`config.mk`:
```
export PLATFORM = sky130hd
export DESIGN_NAME = frequency_ordered_list_unit
export DESIGN_NICKNAME = d
export VERILOG_FILES = /design/src/hdl/fol_pkg.sv /design/src/hdl/frequency_ordered_list_unit.sv /design/src/hdl/fol_cell.sv
export SDC_FILE = /design/constraint.sdc
export NUM_CORES = 2
export LEC_CHECK = 0
export ABC_AREA = 1
export BUFFER_PORTS_ARGS = -buffer_cell sky130_fd_sc_hd__buf_2
export CORE_ASPECT_RATIO = 1.75
export CORE_MARGIN = 2
export CORE_UTILIZATION = 55
export CTS_CLUSTER_DIAMETER = 60
export DETAILED_ROUTE_END_ITERATION = 8
export GPL_TIMING_DRIVEN = 0
export HOLD_SLACK_MARGIN = 0.1
export PLACE_DENSITY = 0.71
export SLEW_MARGIN = 20
export SYNTH_ARGS = -nofsm -noshare
export SYNTH_HDL_FRONTEND = slang
export SYNTH_SLANG_ARGS = --single-unit
export TNS_END_PERCENT = 1
```
`constraint.sdc`:
```
create_clock -name i_clk -period 9.9 [get_ports i_clk]
set_clock_uncertainty 0.2 [all_clocks]
set_input_delay 0.495 -clock i_clk [delete_from_list [all_inputs] [get_ports i_clk]]
set_output_delay 0.495 -clock i_clk [all_outputs]
set_load 0.03 [all_outputs]
```
`src/hdl/fol_pkg.sv`:
```
`timescale 1ns / 1ps
// ----------------------------------------------------------------------------
// Frequency-ordered list package
// Shared constants, the table entry type, opcodes and cell commands.
// ----------------------------------------------------------------------------
package fol_pkg;

    // Table geometry.
    localparam int ENTRIES  = 16;
    localparam int KEY_BITS = 16;

    // Port field widths.
    localparam int KEY_W  = 16;
    localparam int POS_W  = 4;
    localparam int CNT_W  = 16;
    localparam int USED_W = 5;

    // Derived internal widths.
    localparam int IDX_W      = $clog2(ENTRIES);
    localparam int USED_CNT_W = $clog2(ENTRIES + 1);
    localparam int KEY_ST_W   = (KEY_BITS < KEY_W) ? KEY_BITS : KEY_W;

    // Saturation value shared by the entry counts and the access counter.
    localparam logic [CNT_W-1:0] COUNT_MAX = '1;

    // Operation codes.
    typedef enum logic [1:0] {
        OP_APPEND = 2'd0,
        OP_ACCESS = 2'd1,
        OP_READ   = 2'd2,
        OP_NONE   = 2'd3
    } t_opcode;

    // One table entry as held by a cell.
    typedef struct packed {
        logic [KEY_ST_W-1:0] key;
        logic [CNT_W-1:0]    count;
        logic [CNT_W-1:0]    first;
        logic                accessed;
    } t_entry;

    // Per-cell update command.
    typedef enum logic [1:0] {
        CELL_HOLD  = 2'd0,
        CELL_LOAD  = 2'd1,
        CELL_SHIFT = 2'd2
    } t_cell_cmd;

endpackage

```
`src/hdl/frequency_ordered_list_unit.sv`:
```
`timescale 1ns / 1ps
// ----------------------------------------------------------------------------
// Frequency-ordered list unit
// Self-organizing key table kept in order of access count, built as a row
// of cells that each hold one entry and shift into their back neighbor.
// ----------------------------------------------------------------------------
// Usage:
//   Input channel: i_in_valid with i_opcode, i_key and i_position; a transfer
//   takes place on a rising edge with i_in_valid high and o_in_stall low.
//   Opcodes append a key at the tail, access a key (count, then reorder) or
//   read the entry at a position; the fourth code does nothing.
//   Output channel: o_out_valid with the result fields; a transfer takes
//   place on a rising edge with o_out_valid high and i_out_stall low.
//   Every input transfer gives exactly one output transfer.
//   Steps: the lookup compare, the select of the hit entry with its count
//   update, and the parallel compare and shift of the cell row, in turn;
//   the result is then registered. A new item is taken only once the last
//   one has left the move step.
//   A waiting result does not block the next input transfer; the cell row
//   is updated only when the output register is free, so a stalled receiver
//   holds the block in its last step with the table untouched.
//   Reset (i_rst_n low, synchronous) empties the table, clears the access
//   counter and drops any pending result. No clearing pass is needed.
// ----------------------------------------------------------------------------
module frequency_ordered_list_unit (
    input  logic                        i_clk,
    input  logic                        i_rst_n,
    input  logic                        i_in_valid,
    output logic                        o_in_stall,
    input  logic [1:0]                  i_opcode,
    input  logic [fol_pkg::KEY_W-1:0]   i_key,
    input  logic [fol_pkg::POS_W-1:0]   i_position,
    output logic                        o_out_valid,
    input  logic                        i_out_stall,
    output logic                        o_hit,
    output logic                        o_error,
    output logic [fol_pkg::POS_W-1:0]   o_result_position,
    output logic [fol_pkg::KEY_W-1:0]   o_result_key,
    output logic [fol_pkg::CNT_W-1:0]   o_result_count,
    output logic [fol_pkg::USED_W-1:0]  o_entries_used
);
    import fol_pkg::*;

    typedef enum logic [1:0] {
        S_IDLE = 2'd0,
        S_FIND = 2'd1,
        S_MOVE = 2'd2
    } t_state;

    t_state                r_state;
    t_opcode               r_op;
    logic [KEY_ST_W-1:0]   r_key;
    logic [POS_W-1:0]      r_pos;
    logic [ENTRIES-1:0]    r_match;
    t_entry                r_sel;
    logic [IDX_W-1:0]      r_sel_idx;
    logic                  r_sel_ok;
    logic [USED_CNT_W-1:0] r_used;
    logic [CNT_W-1:0]      r_counter;
    logic                  r_out_valid;
    logic                  r_hit;
    logic                  r_error;
    logic [POS_W-1:0]      r_res_pos;
    logic [KEY_W-1:0]      r_res_key;
    logic [CNT_W-1:0]      r_res_count;

    logic [KEY_ST_W-1:0]   w_key_in;
    t_entry                w_entry  [ENTRIES];
    t_cell_cmd             w_cmd    [ENTRIES];
    logic [ENTRIES-1:0]    w_match;
    logic [ENTRIES-1:0]    w_beaten;
    logic [ENTRIES-1:0]    w_live;
    t_entry                w_zero_entry;

    logic                  w_accept;
    logic [ENTRIES-1:0]    w_first;
    t_entry                w_hit_entry;
    logic [IDX_W-1:0]      w_hit_idx;
    t_entry                w_rd_entry;
    logic                  w_rd_ok;
    t_entry                n_sel;
    logic [IDX_W-1:0]      n_sel_idx;
    logic                  n_sel_ok;

    logic [IDX_W-1:0]      w_dest;
    logic [IDX_W-1:0]      w_load_idx;
    logic                  w_commit;
    logic                  w_write;
    logic [USED_CNT_W-1:0] n_used;

    assign w_key_in     = i_key[KEY_ST_W-1:0];
    assign w_zero_entry = '0;
    assign o_in_stall   = (r_state != S_IDLE);
    assign w_accept     = i_in_valid && !o_in_stall;

    // Row of cells; each one takes its front neighbor's entry on a shift.
    for (genvar k = 0; k < ENTRIES; k++) begin : g_cell
        t_entry w_prev;
        if (k == 0) begin : g_head
            assign w_prev = w_zero_entry;
        end else begin : g_body
            assign w_prev = w_entry[k-1];
        end

        assign w_live[k] = (r_used > USED_CNT_W'(k));

        fol_cell u_cell (
            .i_clk    (i_clk),
            .i_rst_n  (i_rst_n),
            .i_cmd    (w_cmd[k]),
            .i_new    (r_sel),
            .i_prev   (w_prev),
            .i_key    (w_key_in),
            .o_entry  (w_entry[k]),
            .o_match  (w_match[k]),
            .o_beaten (w_beaten[k])
        );
    end

    // Lookup step: first matching entry from the front, and the read entry.
    always_comb begin
        w_first     = r_match & (~r_match + 1'b1);
        w_hit_entry = '0;
        w_hit_idx   = '0;
        w_rd_entry  = '0;
        for (int k = 0; k < ENTRIES; k++) begin
            if (w_first[k]) begin
                w_hit_entry = w_hit_entry | w_entry[k];
                w_hit_idx   = w_hit_idx | IDX_W'(k);
            end
            if (int'(r_pos) == k) begin
                w_rd_entry = w_entry[k];
            end
        end
        w_rd_ok = (int'(r_pos) < int'(r_used)) && (int'(r_pos) < ENTRIES);
    end

    // Entry that the last step writes or reports, with its updated count.
    always_comb begin
        n_sel     = '0;
        n_sel_idx = '0;
        n_sel_ok  = 1'b0;
        unique case (r_op)
            OP_APPEND: begin
                n_sel.key = r_key;
                n_sel_idx = IDX_W'(r_used);
                n_sel_ok  = (int'(r_used) < ENTRIES);
            end
            OP_ACCESS: begin
                n_sel          = w_hit_entry;
                n_sel.count    = (w_hit_entry.count != COUNT_MAX) ?
                                 w_hit_entry.count + 1'b1 : w_hit_entry.count;
                n_sel.first    = w_hit_entry.accessed ? w_hit_entry.first : r_counter;
                n_sel.accessed = 1'b1;
                n_sel_idx      = w_hit_idx;
                n_sel_ok       = |r_match;
            end
            OP_READ: begin
                n_sel     = w_rd_entry;
                n_sel_idx = IDX_W'(r_pos);
                n_sel_ok  = w_rd_ok;
            end
            OP_NONE: begin
                n_sel_ok = 1'b0;
            end
        endcase
    end

    // Move step: an accessed entry settles just behind the last entry it cannot pass.
    always_comb begin
        w_dest = '0;
        for (int k = 0; k < ENTRIES; k++) begin
            if ((IDX_W'(k) < r_sel_idx) && !w_beaten[k]) begin
                w_dest = IDX_W'(k + 1);
            end
        end
        w_load_idx = (r_op == OP_ACCESS) ? w_dest : r_sel_idx;
    end

    assign w_commit = (r_state == S_MOVE) && (!r_out_valid || !i_out_stall);
    assign w_write  = w_commit && r_sel_ok && ((r_op == OP_APPEND) || (r_op == OP_ACCESS));
    assign n_used   = r_used + USED_CNT_W'((r_op == OP_APPEND) && r_sel_ok);

    // Cell commands: load at the destination, shift the passed entries back.
    always_comb begin
        for (int k = 0; k < ENTRIES; k++) begin
            if (!w_write) begin
                w_cmd[k] = CELL_HOLD;
            end else if (IDX_W'(k) == w_load_idx) begin
                w_cmd[k] = CELL_LOAD;
            end else if ((r_op == OP_ACCESS) && (IDX_W'(k) > w_load_idx) &&
                         (IDX_W'(k) <= r_sel_idx)) begin
                w_cmd[k] = CELL_SHIFT;
            end else begin
                w_cmd[k] = CELL_HOLD;
            end
        end
    end

    // Operation registers, captured without reset.
    always_ff @(posedge i_clk) begin
        if (w_accept) begin
            r_op    <= t_opcode'(i_opcode);
            r_key   <= w_key_in;
            r_pos   <= i_position;
            r_match <= w_match & w_live;
        end
        if (r_state == S_FIND) begin
            r_sel     <= n_sel;
            r_sel_idx <= n_sel_idx;
            r_sel_ok  <= n_sel_ok;
        end
    end

    // Sequencer, table occupancy, access counter and the output register.
    always_ff @(posedge i_clk) begin
        if (!i_rst_n) begin
            r_state     <= S_IDLE;
            r_used      <= '0;
            r_counter   <= '0;
            r_out_valid <= 1'b0;
        end else begin
            if (r_out_valid && !i_out_stall) begin
                r_out_valid <= 1'b0;
            end
            unique case (r_state)
                S_IDLE: begin
                    if (w_accept) begin
                        r_state <= S_FIND;
                    end
                end
                S_FIND: begin
                    r_state <= S_MOVE;
                end
                S_MOVE: begin
                    if (w_commit) begin
                        r_state     <= S_IDLE;
                        r_used      <= n_used;
                        r_out_valid <= 1'b1;
                        if ((r_op == OP_ACCESS) && r_sel_ok && (r_counter != COUNT_MAX)) begin
                            r_counter <= r_counter + 1'b1;
                        end
                        r_hit       <= r_sel_ok && ((r_op == OP_ACCESS) || (r_op == OP_READ));
                        r_error     <= (r_op == OP_APPEND) && !r_sel_ok;
                        r_res_pos   <= r_sel_ok ? POS_W'(w_load_idx) : '0;
                        r_res_key   <= r_sel_ok ? KEY_W'(r_sel.key) : '0;
                        r_res_count <= r_sel_ok ? r_sel.count : '0;
                    end
                end
                default: begin
                    r_state <= S_IDLE;
                end
            endcase
        end
    end

    assign o_out_valid       = r_out_valid;
    assign o_hit             = r_hit;
    assign o_error           = r_error;
    assign o_result_position = r_res_pos;
    assign o_result_key      = r_res_key;
    assign o_result_count    = r_res_count;
    assign o_entries_used    = USED_W'(r_used);

endmodule

```
`src/hdl/fol_cell.sv`:
```
`timescale 1ns / 1ps
// ----------------------------------------------------------------------------
// Frequency-ordered list cell
// Holds one table entry, compares it against the incoming key and the moving
// entry, and loads either a new entry or the entry of its front neighbor.
// ----------------------------------------------------------------------------
module fol_cell (
    input  logic                          i_clk,
    input  logic                          i_rst_n,
    input  fol_pkg::t_cell_cmd            i_cmd,
    input  fol_pkg::t_entry               i_new,
    input  fol_pkg::t_entry               i_prev,
    input  logic [fol_pkg::KEY_ST_W-1:0]  i_key,
    output fol_pkg::t_entry               o_entry,
    output logic                          o_match,
    output logic                          o_beaten
);
    import fol_pkg::*;

    logic [KEY_ST_W-1:0] r_key;
    logic [CNT_W-1:0]    r_count;
    logic [CNT_W-1:0]    r_first;
    logic                r_accessed;
    t_entry              n_entry;

    // Next entry: load the new one, take the neighbor's, or keep.
    always_comb begin
        n_entry = o_entry;
        unique case (i_cmd)
            CELL_LOAD:  n_entry = i_new;
            CELL_SHIFT: n_entry = i_prev;
            CELL_HOLD:  n_entry = o_entry;
            default:    n_entry = o_entry;
        endcase
    end

    // The accessed flag is cleared at reset; the payload is not.
    always_ff @(posedge i_clk) begin
        if (!i_rst_n) begin
            r_accessed <= 1'b0;
        end else begin
            r_accessed <= n_entry.accessed;
        end
    end

    always_ff @(posedge i_clk) begin
        r_key   <= n_entry.key;
        r_count <= n_entry.count;
        r_first <= n_entry.first;
    end

    assign o_entry = '{key: r_key, count: r_count, first: r_first, accessed: r_accessed};

    // Key compare for the lookup.
    assign o_match = (r_key == i_key);

    // The moving entry passes this one on a higher count, or on an equal
    // count with an earlier first access when both have been accessed.
    assign o_beaten = (i_new.count > r_count) ||
                      ((i_new.count == r_count) && r_accessed && i_new.accessed &&
                       (i_new.first < r_first));

endmodule

```
======== After elaboration in Yosys (flattened, before gate mapping) ========
Cells that the tools add are included.
storage, ports and cells
  input port bits ......................... 26
  logic and storage cells ................. 617
  flip-flop bits (word level) ............. 938
  output and inout bits ................... 45
operators by class
  order comparisons ....................... 98
  reductions and logical operators ........ 171
  $add $sub $neg .......................... 4
  multiplexer cells ....................... 140
  bitwise logic cells ..................... 18
  equal/unequal tests ..................... 103
operator list
  cell                                                            number
  two-way mux 49 bit                                              32
  one-hot mux 49 bit (2 select lines)                             16
  bitwise OR 49 bit                                               15
  == test 16 bit                                                  32
  greater-than comparator 16 bit                                  16
  less-than comparator 16 bit                                     16
  logical AND 1 bit                                               106
  two-way mux 2 bit                                               52
  two-way mux 4 bit                                               24
  one-hot mux 33 bit (2 select lines)                             1
  adder 16 x 1 -> 16 bit (second input constant)                  3
  one-hot mux 16 bit (3 select lines)                             1
  greater-than comparator 5 x 4 -> 1 bit (second input constant)  8
  == test 2 bit (second input constant)                           19
  == test 2 x 1 -> 1 bit (second input constant)                  18
  nonzero test 2 bit                                              17
  bitwise AND 16 bit                                              2
  == test 4 bit (first input constant)                            8
  == test 4 bit (second input constant)                           8
  greater-than comparator 4 bit (first input constant)            8
  <= comparator 4 bit (first input constant)                      8
  less-than comparator 4 bit (first input constant)               8
  two-way mux 16 bit                                              2
  inequality test 16 bit (second input constant)                  2
  other kinds (35)                                                112

======== Longest topological paths before layout ========
  word-level depth ........................ 37
  depth in mapped cells ................... 39
  gate-level depth less buffers ........... 37

======== Modules after synthesis ========
A second synthesis with hierarchy kept.
unflattened totals
  cell total of the unflattened synthesis .. 8193
  area, all modules ....................... 71378.5 um2
modules (own cells, without submodules)
  module                            sequential area each (um2)  cells an instance  times used  area an instance (um2)
  fol_cell at g_cell[0].u_cell ...  1461.4                      299                15          3225.6
  frequency_ordered_list_unit       4384.2                      3412               1           19779.0
  fol_cell at g_cell[3].u_cell      1461.4                      296                1           3215.6

======== Worst setup path after synthesis ========
No wires, ideal clock.
  path type ............................... reg2reg
  start ................................... register r_sel[17] (netlist bit)
  end ..................................... register g_cell[7].u_cell.r_count[0], enable pin
  stages on the path, launching flop included .. 33
  period minus slack after synthesis ...... 4.991 ns
  data arrival time ....................... 4.388 ns
  slack ................................... 4.909 ns
  path through ............................ edfxtp_1 -> inv_1 -> clkbuf_1 -> ha_1 -> nand2_1 -> nor2_1 -> nand2_1 -> nor3_1 -> nand2_1 -> nor2_1 -> nand3_1 -> nand3_1 -> nand2_1 -> nand2_1 -> nand2_1 -> nand2_1 -> nand2_1 -> nand2_1 -> nand2_1 -> nand2_1 -> nand2_1 -> nand2_1 -> nand2_1 -> nand2_1 -> nand2_1 -> nand2_1 -> nand2_1 -> nor2_1 -> nand2_1 -> nand3_1 -> inv_1 -> ha_1 -> inv_1
between the ends
  word-level cells in the longest chain between the ends .. 32
  elaborated cells on any way between the ends .. 155
  classes of those cells .................. order compare: 17; eq/ne: 19; mux: 20; reduce/logical: 99
ends and longest elaborated chain
  element                                                                  line                                RTL
  from (decl)                                                              frequency_ordered_list_unit.sv:55   t_entry r_sel;
  from (signal assigned)                                                   frequency_ordered_list_unit.sv:209  r_sel <= n_sel;
  branches (longest 22 deep; another with greater-than comparator 16 bit)  n/a
  two-way mux 4 bit (*)                                                    frequency_ordered_list_unit.sv:173  if ((IDX_W'(k) < r_sel_idx) && !w_beaten[k]) begin
  two-way mux 4 bit (*)                                                    frequency_ordered_list_unit.sv:177  w_load_idx = (r_op == OP_ACCESS) ? w_dest : r_sel_idx;
  greater-than comparator 3 x 4 -> 1 bit                                   frequency_ordered_list_unit.sv:191  end else if ((r_op == OP_ACCESS) && (IDX_W'(k) > w_load_idx) &&
  logical AND 1 bit (2 in series)                                          frequency_ordered_list_unit.sv:191
  two-way mux 2 bit                                                        frequency_ordered_list_unit.sv:191
  two-way mux 2 bit (*)                                                    frequency_ordered_list_unit.sv:189  end else if (IDX_W'(k) == w_load_idx) begin
  two-way mux 2 bit (*)                                                    frequency_ordered_list_unit.sv:187  if (!w_write) begin
  == test 2 x 1 -> 1 bit / == test 2 bit (equally long branches)           fol_cell.sv:29                      unique case (i_cmd)
  nonzero test 2 bit (no source line) (*)                                  n/a
  to (signal assigned)                                                     fol_cell.sv:48                      r_count <= n_entry.count;
  to (decl)                                                                fol_cell.sv:21                      logic [CNT_W-1:0] r_count;
Every way passes the cells marked *.
A chain may end at the register's enable or synchronous reset.

==> PnR_summary.wiki <==
{| class="wikitable"
! Metric !! Value
|-
| Arrival @ worst endpoint || 8340 ps
|-
| Fraction of synthesized cell area in xor and xnor cells || 0.0136
|-
| Die W || 261 µm
|-
| Max stage delay on crit path || 830 ps
|-
| Count of vias placed by the detailed router || around 70000
|-
| Hold violation count in the final report || 0
|-
| Initial antenna violation count || 12
|-
| Final worst hold slack || 250 ps
|-
| Crit path buf inv count || 7
|-
| Clock-pin slew reported for the worst setup and hold paths after clock tree synthesis || 70 ps
|-
| Arithmetic-cell share of the synthesized area counting full adders, half adders and majority gates || 0.0963
|-
| Setup repair after global routing missed its margin || false
|-
| CTS root buf || clkbuf_16
|-
| Total setup buffers inserted after CTS || 0
|-
| Vias in the first global route || 66482
|-
| Maximum clock path buffer count || 3
|-
| Violations in the final reports || design-rule violations
|-
| Warning count from the yosys run || 0
|-
| Multi-input combinational cell area || between 0.03 and 0.04 mm²
|-
| Headroom to the max-slew limit || 0.0977
|-
| Wire length of the first global-routing pass || 470000 µm
|-
| Core Area || 0.115 mm²
|-
| Combinational family with the most area after synthesis || compound AO/OA/AOI/OAI gates
|-
| WL per Instance || 34.8 µm
|-
| Most frequently used cell type in the post-synthesis netlist || nand2_1
|-
| Total half-perimeter wirelength after legalization and detailed placement || 258000 µm
|-
| Worst r2r path cells || 28
|-
| Top flip-flop cell by instance count after synthesis || edfxtp_1
|-
| Fraction of registers with async set/reset || 0
|-
| Area share of the largest cell type after synthesis || 0.423
|-
| Final Max Slew Viols || 0
|-
| Post-route antenna net violation count || 0
|-
| Share of synthesized area spent on multiplexers || 0
|-
| Yosys cell types || 61
|-
| Mean area per synthesized cell || 8.18 µm²
|-
| Max-cap viol count || 0
|-
| Post-Syn Nets || 8314
|-
| Number of sinks on the clock net || 938
|-
| Simple-gate area share of the yosys netlist || 0.159
|-
| Combined area of all synthesized cells || 0.0638 mm²
|-
| Final critical-path share of the clock period || 0.816
|-
| Net count reported at finish || around 8500
|-
| Endpoints failing setup || 0
|-
| CP Data Required Time || 10160 ps
|-
| Aggregate global routing overflow || 0
|-
| Setup Crit Path Kind || reg2reg
|-
| Hold buffer count at CTS || 25
|-
| Run status || complete, but fails checks
|-
| Number of register bits inferred by synthesis || around 940
|-
| Worst-skew pair later-pin latency || 770 ps
|-
| Compound-Gate Fraction of Synth Area || 0.210
|-
| Final weighted congestion in routability-driven placement || 1.16
|-
| Port Buffers || 70
|-
| Ranking of synthesized cells by instance count || 1643 x nand2_1, 1140 x o21ai_0, 987 x inv_1
|-
| Layout cells sized above 1 || 0.0508
|-
| Sequential standard cell area || 0.0278 mm²
|-
| Critical-path top delay cell || edfxtp_1
|-
| Placed instance area || 0.0667 mm²
|-
| Hold Path Cell Cnt || 2
|-
| Cell with the most instances on the worst path || nand2_1
|-
| Standard-cell rows || 165
|-
| Worst Hold Endpoint || r_op[1]
|-
| Synth area leaders || edfxtp_1 42%, nand2_1 9.7%, ha_1 9.6%
|-
| Maximum fanout encountered on the critical timing path || 10
|-
| Min-delay worst type || in2reg
|-
| Final sum of negative setup slack || 0 ps
|-
| Endpoint of the lowest-slack register-to-register path || g_cell[13].u_cell.r_count[14]
|-
| Post-route cell area || 0.0702 mm²
|-
| Post-CTS Resized || 0
|-
| Largest net degree at the start of global routing || 49
|-
| Utilization after layout || 0.608
|-
| # placed instances || 9400
|-
| Drt total wl || 335000 µm
|-
| Number of primary I/O pins || 71
|-
| Number of clock buffers inserted by TritonCTS || 94
|-
| Largest area contributor in the synthesized netlist || edfxtp_1
|-
| Critical path launch point type || flip-flop
|-
| Number of levels the H-tree was split into || 3
|-
| Number of synthesized flops with an enable pin || between 800 and 900
|-
| Ratio of total power to cell area || 137 mW/mm²
|-
| Chip Height || 455 µm
|-
| Starting DRT DRC Count || 12571
|-
| TritonCTS clock tree || yes
|-
| Endpoint type of the worst setup path || flip-flop
|-
| Portion of the post-synthesis area used by sequential elements || 0.435
|-
| All-Layer GR Usage || 0.565
|-
| Maximum operating frequency || 124 MHz
|-
| Reg2reg setup slack || 1820 ps
|-
| First-pass detailed-route iteration total || 9
|-
| Leakage power || 27.3 nW
|-
| Shortest clock period the worst path allows after layout || 8080 ps
|-
| Reg-to-reg critical path startpoint || r_sel[17]
|-
| Post-detailed-route DRC marker count || 17
|-
| Floorplan die area || 0.119 mm²
|-
| Non-filler cells, final || 9613
|-
| Cell class contributing the biggest share of worst-path delay || simple AND/OR/NAND/NOR gates
|-
| Number of filler instances in the final layout || ~11000
|-
| Origin of the worst min-delay path || i_opcode[1]
|-
| Slew at the pin closest to its max-slew limit || approximately 1400 ps
|-
| Peak ir drop on the vdd network || between 0.15 and 0.2 mV
|-
| Synthesis-to-layout area growth || 10.0%
|-
| Initial Utilization || 0.553
|-
| Detailed-route vias per instance || 7.14
|-
| Gate count after technology mapping || 7797
|}
==> cell usage in the layout (no fill, tap or decap), types with 30 or more instances in the layout <==
cell	synthesis	final
a21oi_1	678	678
a221oi_1	67	67
buf_2	29	102
clkbuf_1	367	354
clkbuf_16	0	98
clkbuf_2	1	30
dfxtp_1	40	40
edfxtp_1	898	898
ha_1	491	491
inv_1	987	971
nand2_1	1643	1643
nand3_1	177	177
nand4_1	110	110
nor2_1	331	321
nor3_1	86	85
nor4_1	43	42
o2111ai_1	68	68
o211ai_1	62	62
o21ai_0	1140	1140
o221ai_1	70	70
o22ai_1	185	185
xnor2_1	42	42
xor2_1	57	57
==> cell families (layout without fill, tap and decap cells) <==
logic type / Yosys count / in the layout
compound gates: 2379 / 2379
fa+ha+maj: 491 / 491
xor+xnor: 99 / 99
simple gates: 2446 / 2446
other cells: 0 / 15
flops: 938 / 938
buf+inv: 1444 / 1742
==> worst max path at each step <==
stage               depth (start not counted)      start  slack, ps                             to
global placement                           24  r_sel[17]        830     g_cell[13].u_cell.r_key[7]
finish                                     28  r_sel[17]       1820  g_cell[13].u_cell.r_count[14]
detailed placement                         26  r_sel[17]       2720  g_cell[13].u_cell.r_count[14]
floorplan                                  32  r_sel[17]       4910    g_cell[7].u_cell.r_count[0]
CTS                                        20   r_sel[1]       2640   g_cell[2].u_cell.r_first[12]
global route                               28  r_sel[17]       1860  g_cell[13].u_cell.r_count[15]
==> through the flow <==
stage / power, mW / setup slack, ps
6_report: 9.60 / 1820
4_1_cts: 9.39 / 2640
3_5_place_dp: 5.65 / 2720
3_3_place_gp: 5.61 / 826
2_1_floorplan: 5.06 / 4910
5_1_grt: 9.69 / 1860
==> power breakdown <==
part	switching (mW)	internal (mW)	leakage, nW	total (mW)
Sequential	0.0910	4.37	8.48	4.46
Combinational	0.943	0.303	17.3	1.25
Clock	1.77	2.12	1.51	3.89
==> layer usage <==
layer  wire length (µm)  track usage  up-vias
met5                119       0.0141        -
met4              50600        0.629        8
met3              40800        0.200     2621
met2             143000        0.842     6589
met1             100000        0.583    31603
li1                   -            -    27793
==> sequential cells by signal, indices dropped and copies added (netlist names), 5 cells and up <==
register                  cells
o_result_key                 16
r_match                      16
r_counter                    16
o_result_count               16
g_cell.u_cell.r_key         256
r_sel                        49
g_cell.u_cell.r_count       256
g_cell.u_cell.r_first       256
g_cell.u_cell.r_accessed     16
r_key                        16
o_entries_used                5
==> area by class of cell <==
type	count	share of cell area
antenna	15	0.000535
clock buffer	118	0.0366
buffer	432	0.0250
tap	1503	0.0268
inverter	1012	0.0544
sequential	938	0.396
timing repair buffer	131	0.0176
multi-input combinational	5415	0.436
clock inverter	49	0.00763
Power figures use the tool's default switching activity.
